### src/design/pim_isqrt.sv
`timescale 1ns / 1ps

// Pipelined floor square root, one root bit per stage, MSB first.
module pim_isqrt #(
    parameter int LANES     = 1,
    parameter int ROOT_BITS = 8,
    parameter int SIDE_BITS = 1
) (
    input  logic                       aclk,
    input  logic                       aresetn,
    input  logic                       en,
    input  logic                       valid_i,
    input  logic [2*ROOT_BITS-1:0]     rad_i [LANES],
    input  logic [SIDE_BITS-1:0]       side_i,
    output logic                       valid_o,
    output logic [ROOT_BITS-1:0]       root_o [LANES],
    output logic [SIDE_BITS-1:0]       side_o
);

    localparam int RW = 2 * ROOT_BITS;

    logic [RW-1:0]        rem_reg   [ROOT_BITS][LANES];
    logic [ROOT_BITS-1:0] root_reg  [ROOT_BITS][LANES];
    logic [SIDE_BITS-1:0] side_reg  [ROOT_BITS];
    logic [ROOT_BITS-1:0] valid_reg;

    for (genvar k = 0; k < ROOT_BITS; k++) begin : g_stage
        localparam int B = ROOT_BITS - 1 - k;

        logic [RW-1:0]        rem_in   [LANES];
        logic [ROOT_BITS-1:0] root_in  [LANES];
        logic [RW-1:0]        rem_next [LANES];
        logic [ROOT_BITS-1:0] root_next[LANES];
        logic                 valid_in;
        logic [SIDE_BITS-1:0] side_in;

        if (k == 0) begin : g_first
            always_comb begin
                for (int l = 0; l < LANES; l++) begin
                    rem_in[l]  = rad_i[l];
                    root_in[l] = '0;
                end
                valid_in = valid_i;
                side_in  = side_i;
            end
        end else begin : g_rest
            always_comb begin
                for (int l = 0; l < LANES; l++) begin
                    rem_in[l]  = rem_reg[k-1][l];
                    root_in[l] = root_reg[k-1][l];
                end
                valid_in = valid_reg[k-1];
                side_in  = side_reg[k-1];
            end
        end

        // trial = (2*root + 2^B) * 2^B
        always_comb begin
            logic [RW-1:0] trial;
            for (int l = 0; l < LANES; l++) begin
                trial = (RW'(root_in[l]) << (B + 1)) | (RW'(1) << (2 * B));
                if (rem_in[l] >= trial) begin
                    rem_next[l]  = rem_in[l] - trial;
                    root_next[l] = root_in[l] | (ROOT_BITS'(1) << B);
                end else begin
                    rem_next[l]  = rem_in[l];
                    root_next[l] = root_in[l];
                end
            end
        end

        always_ff @(posedge aclk) begin
            if (!aresetn) begin
                valid_reg[k] <= 1'b0;
            end else if (en) begin
                valid_reg[k] <= valid_in;
            end
        end

        always_ff @(posedge aclk) begin
            if (en) begin
                for (int l = 0; l < LANES; l++) begin
                    rem_reg[k][l]  <= rem_next[l];
                    root_reg[k][l] <= root_next[l];
                end
                side_reg[k] <= side_in;
            end
        end
    end

    always_comb begin
        for (int l = 0; l < LANES; l++) begin
            root_o[l] = root_reg[ROOT_BITS-1][l];
        end
    end
    assign side_o  = side_reg[ROOT_BITS-1];
    assign valid_o = valid_reg[ROOT_BITS-1];

endmodule

### config.mk
export PLATFORM = sky130hd
export DESIGN_NAME = pim_isqrt
export DESIGN_NICKNAME = d
export VERILOG_FILES = /design/src/design/pim_isqrt.sv
export SDC_FILE = /design/constraint.sdc
export NUM_CORES = 1
export LEC_CHECK = 0
export BUFFER_PORTS_ARGS = -buffer_cell sky130_fd_sc_hd__buf_2
export CAP_MARGIN = 10
export CORE_ASPECT_RATIO = 1.75
export CORE_MARGIN = 1.5
export CORE_UTILIZATION = 55
export DETAILED_ROUTE_END_ITERATION = 10
export HOLD_SLACK_MARGIN = 0.02
export MAX_ROUTING_LAYER = met4
export PLACE_DENSITY = 0.72
export SLEW_MARGIN = 20
export SYNTH_ARGS = -nofsm -noshare
export SYNTH_HDL_FRONTEND = slang
export SYNTH_SLANG_ARGS = --single-unit
### constraint.sdc
create_clock -name aclk -period 2.3 [get_ports aclk]
set_input_delay 0 -clock aclk [delete_from_list [all_inputs] [get_ports aclk]]
set_output_delay 0 -clock aclk [all_outputs]
set_load 0.01 [all_outputs]
==> reports/qor.yml <==
synth_edf_count: 156
root_buffer: "clkbuf_16"
gp_congestion: 0.8565
clock-sinks: 164
cts_htree_levels: 4
postLayoutCoreUtil: 0.7188
hold_violations: 0
min_period_ns: 2.356
avgSynthCellArea_um2: 13.87
worstPathRequired_ns: 2.47
synth_cells: 525
end_kind: "flop"
first_pass_iters: 4
crit_type: "reg2reg"
hold_class: "in2reg"
seq_area_frac_synth: 0.6652
fmax_mhz: 424.4
multi_input_area_mm2: 0.002552
rows: 55
area_growth_pct: 27.68
avgRoutedWirePerCell_um: 17.24
synthesis.nets: 586
clockBufferDepth: 2
drt_iter0_drc: 225
cap_violations: 0
status: "complete, but fails checks"
power_density_mw_per_mm2: 897.5
die-area_mm2: 0.01397
total_power_mw: 8.346
critPathLaunchType: "flop"
drive_above_1_share: 0.2693
finalCritPeriodShare: 1.024
largest_register_ffs: 112
ys.flop_type: "edfxtp_1"
max_slew.worst_pin.slew_ns: 0.4819
viasPerCell: 5.433
port_buffers: 30
antenna_found_initial: 0
drv_slew: 0
grt_pass1_vias: 4926
leakage_nw: 3.647
worst_slack_ns: -0.05633
path_max_fanout: 5
peakVddDrop_v: 0.0006147
violations: "setup timing"
initial_core_util: 0.5630
grt.overflow.total: 0
via_count: 4580
fin_area_mm2: 0.009299
drt-total-wl_mm: 14.53
cts_tree: "yes"
cts_buffers: 17
register_area_mm2: 0.004845
top_level_ports: 31
nets: 720
slew_headroom: 0.6787
fillers: 882
rsz0062_at_grt: "true"
yosysWarningCount: 0
finClkSkew_ns: 0.01181
track_usage: 0.2231
drtAntennaViolNets: 0
core_mm2: 0.01294
die_h_um: 155.2
syn_area_mm2: 0.007283
grt_max_degree: 50
whs_ns: 0.2892
arrival_ns: 2.52
drcViolationCount: 0
dpl.hpwl_mm: 9.947
path_clk_slew_ns: 0.07
ys_types: 45
clk-insertion-delay-late_ns: 0.42
insertedDiodeCount: 0
placed_cell_area_mm2: 0.008031
dieWidth_um: 89.99
synth_seq_cells: 164
synth-async-reset-ratio: 0
setup_violations: 5
grt_pass1_wl_mm: 22.66
==> cell families after synthesis <==
logic type | after synthesis | share of synthesized area
multiplexers | 16 | 0.02302
AND/OR/NAND/NOR | 138 | 0.1027
flip-flops | 164 | 0.6652
adder cells (fa/ha/maj) | 40 | 0.06872
AO/OA/AOI/OAI | 82 | 0.07301
buffers and inverters | 51 | 0.02646
XOR/XNOR | 34 | 0.04089
==> power breakdown <==
part / switching (mW) / internal (mW) / total [mW]
Combinational: 0.800 / 0.798 / 1.60
Clock: 1.20 / 1.63 / 2.83
Sequential: 0.203 / 3.71 / 3.92
==> final timing paths <==
check | from | endpoint | slack [ns] | depth (start not counted)
worst min-delay path | rad_i[10] | rem_reg[0][10] | 0.29 | 2
worst max-delay path | rem_reg[5][3] | rem_reg[6][13] | -0.06 | 8
worst min register to register | side_reg[1][1] | side_reg[1][2] | 0.42 | 0
worst max register to register | rem_reg[5][3] | rem_reg[6][13] | -0.06 | 8
==> through the flow <==
stage | TNS (ns) | setup slack, ns | std cells
after floorplan | -0.00007838 | -0.00007838 | 525
after global placement | -1.209 | -0.1822 | 766
after detailed placement | -2.422 | -0.3059 | 766
after CTS | -0.3059 | -0.09400 | 835
after global routing | -0.9588 | -0.1884 | 843
final | -0.1265 | -0.05633 | 843
==> routing by layer <==
layer | global-route usage | up-vias | part of all wire
met4 | 0.1270 | 0 | 0.044
met1 | 0.1740 | 2226 | 0.32
met2 | 0.4591 | 98 | 0.61
met3 | 0.03959 | 39 | 0.022
li1 | - | 2217 | -
met5 | - | - | 0
==> layout make-up <==
cell class	instances	area share
tap	171	0.02301
multi-input combinational	310	0.2745
timing repair buffer	118	0.09769
clock inverter	14	0.01790
inverter	47	0.01897
timing repair inverter	1	0.0008073
clock buffer	18	0.04615
sequential	164	0.5210
==> repair_timing <==
action,CTS,global route
gates resized for setup,27,36
endpoints found under the setup margin,21,31
endpoints found under the hold margin,28,0
hold buffers,22,0
pin swaps,10,13
gates cloned,0,1
buffers inserted,15,9
==> critical path: stages, from the launching register on <==
cell and delay (ns):
edfxtp_1 0.40, inv_2 0.09, ha_4 0.13, or4b_4 0.46
o41ai_4 0.31, a2111oi_4 0.11, a221o_1 0.36, nor3_2 0.16
xor2_1 0.08
==> synth_stat cells (all sizes together), types with 6 or more instances <==
master / instances / area (um^2)
edfxtp: 156 / 4684
nor3: 17 / 100.1
a21oi: 18 / 90.09
or3: 7 / 43.79
nand2: 21 / 78.83
ha: 40 / 500.5
xnor2: 14 / 122.6
nor4: 10 / 62.56
xor2: 20 / 175.2
nor2b: 15 / 93.84
inv: 47 / 176.4
o21ai: 24 / 120.1
dfxtp: 8 / 160.2
mux2i: 10 / 100.1
mux2: 6 / 67.56
o21a: 16 / 120.1
nor2: 35 / 131.4
==> cells in the final DEF, fill, tap and decap left out, types with 3 or more instances in the layout <==
cell type	count
nor3_1	9
nor3_2	5
inv_6	3
nor3_4	3
buf_6	4
xnor2_1	14
ha_1	32
clkinv_4	4
a21o_1	5
nor2_1	35
inv_8	3
edfxtp_1	156
mux2_4	4
a21oi_2	5
o21ai_1	4
or3_1	6
dlygate4sd3_1	22
nand4b_1	3
nand4_1	4
nor4_1	9
clkbuf_16	17
inv_2	6
mux2i_1	9
xor2_1	20
buf_2	29
o21ai_0	19
dfxtp_1	8
buf_4	61
a21oi_1	13
nor2b_1	13
nand2b_1	4
o21a_1	16
inv_1	41
ha_4	6
nand2_1	20
or4_1	4
(Power assumes the default switching activity.)
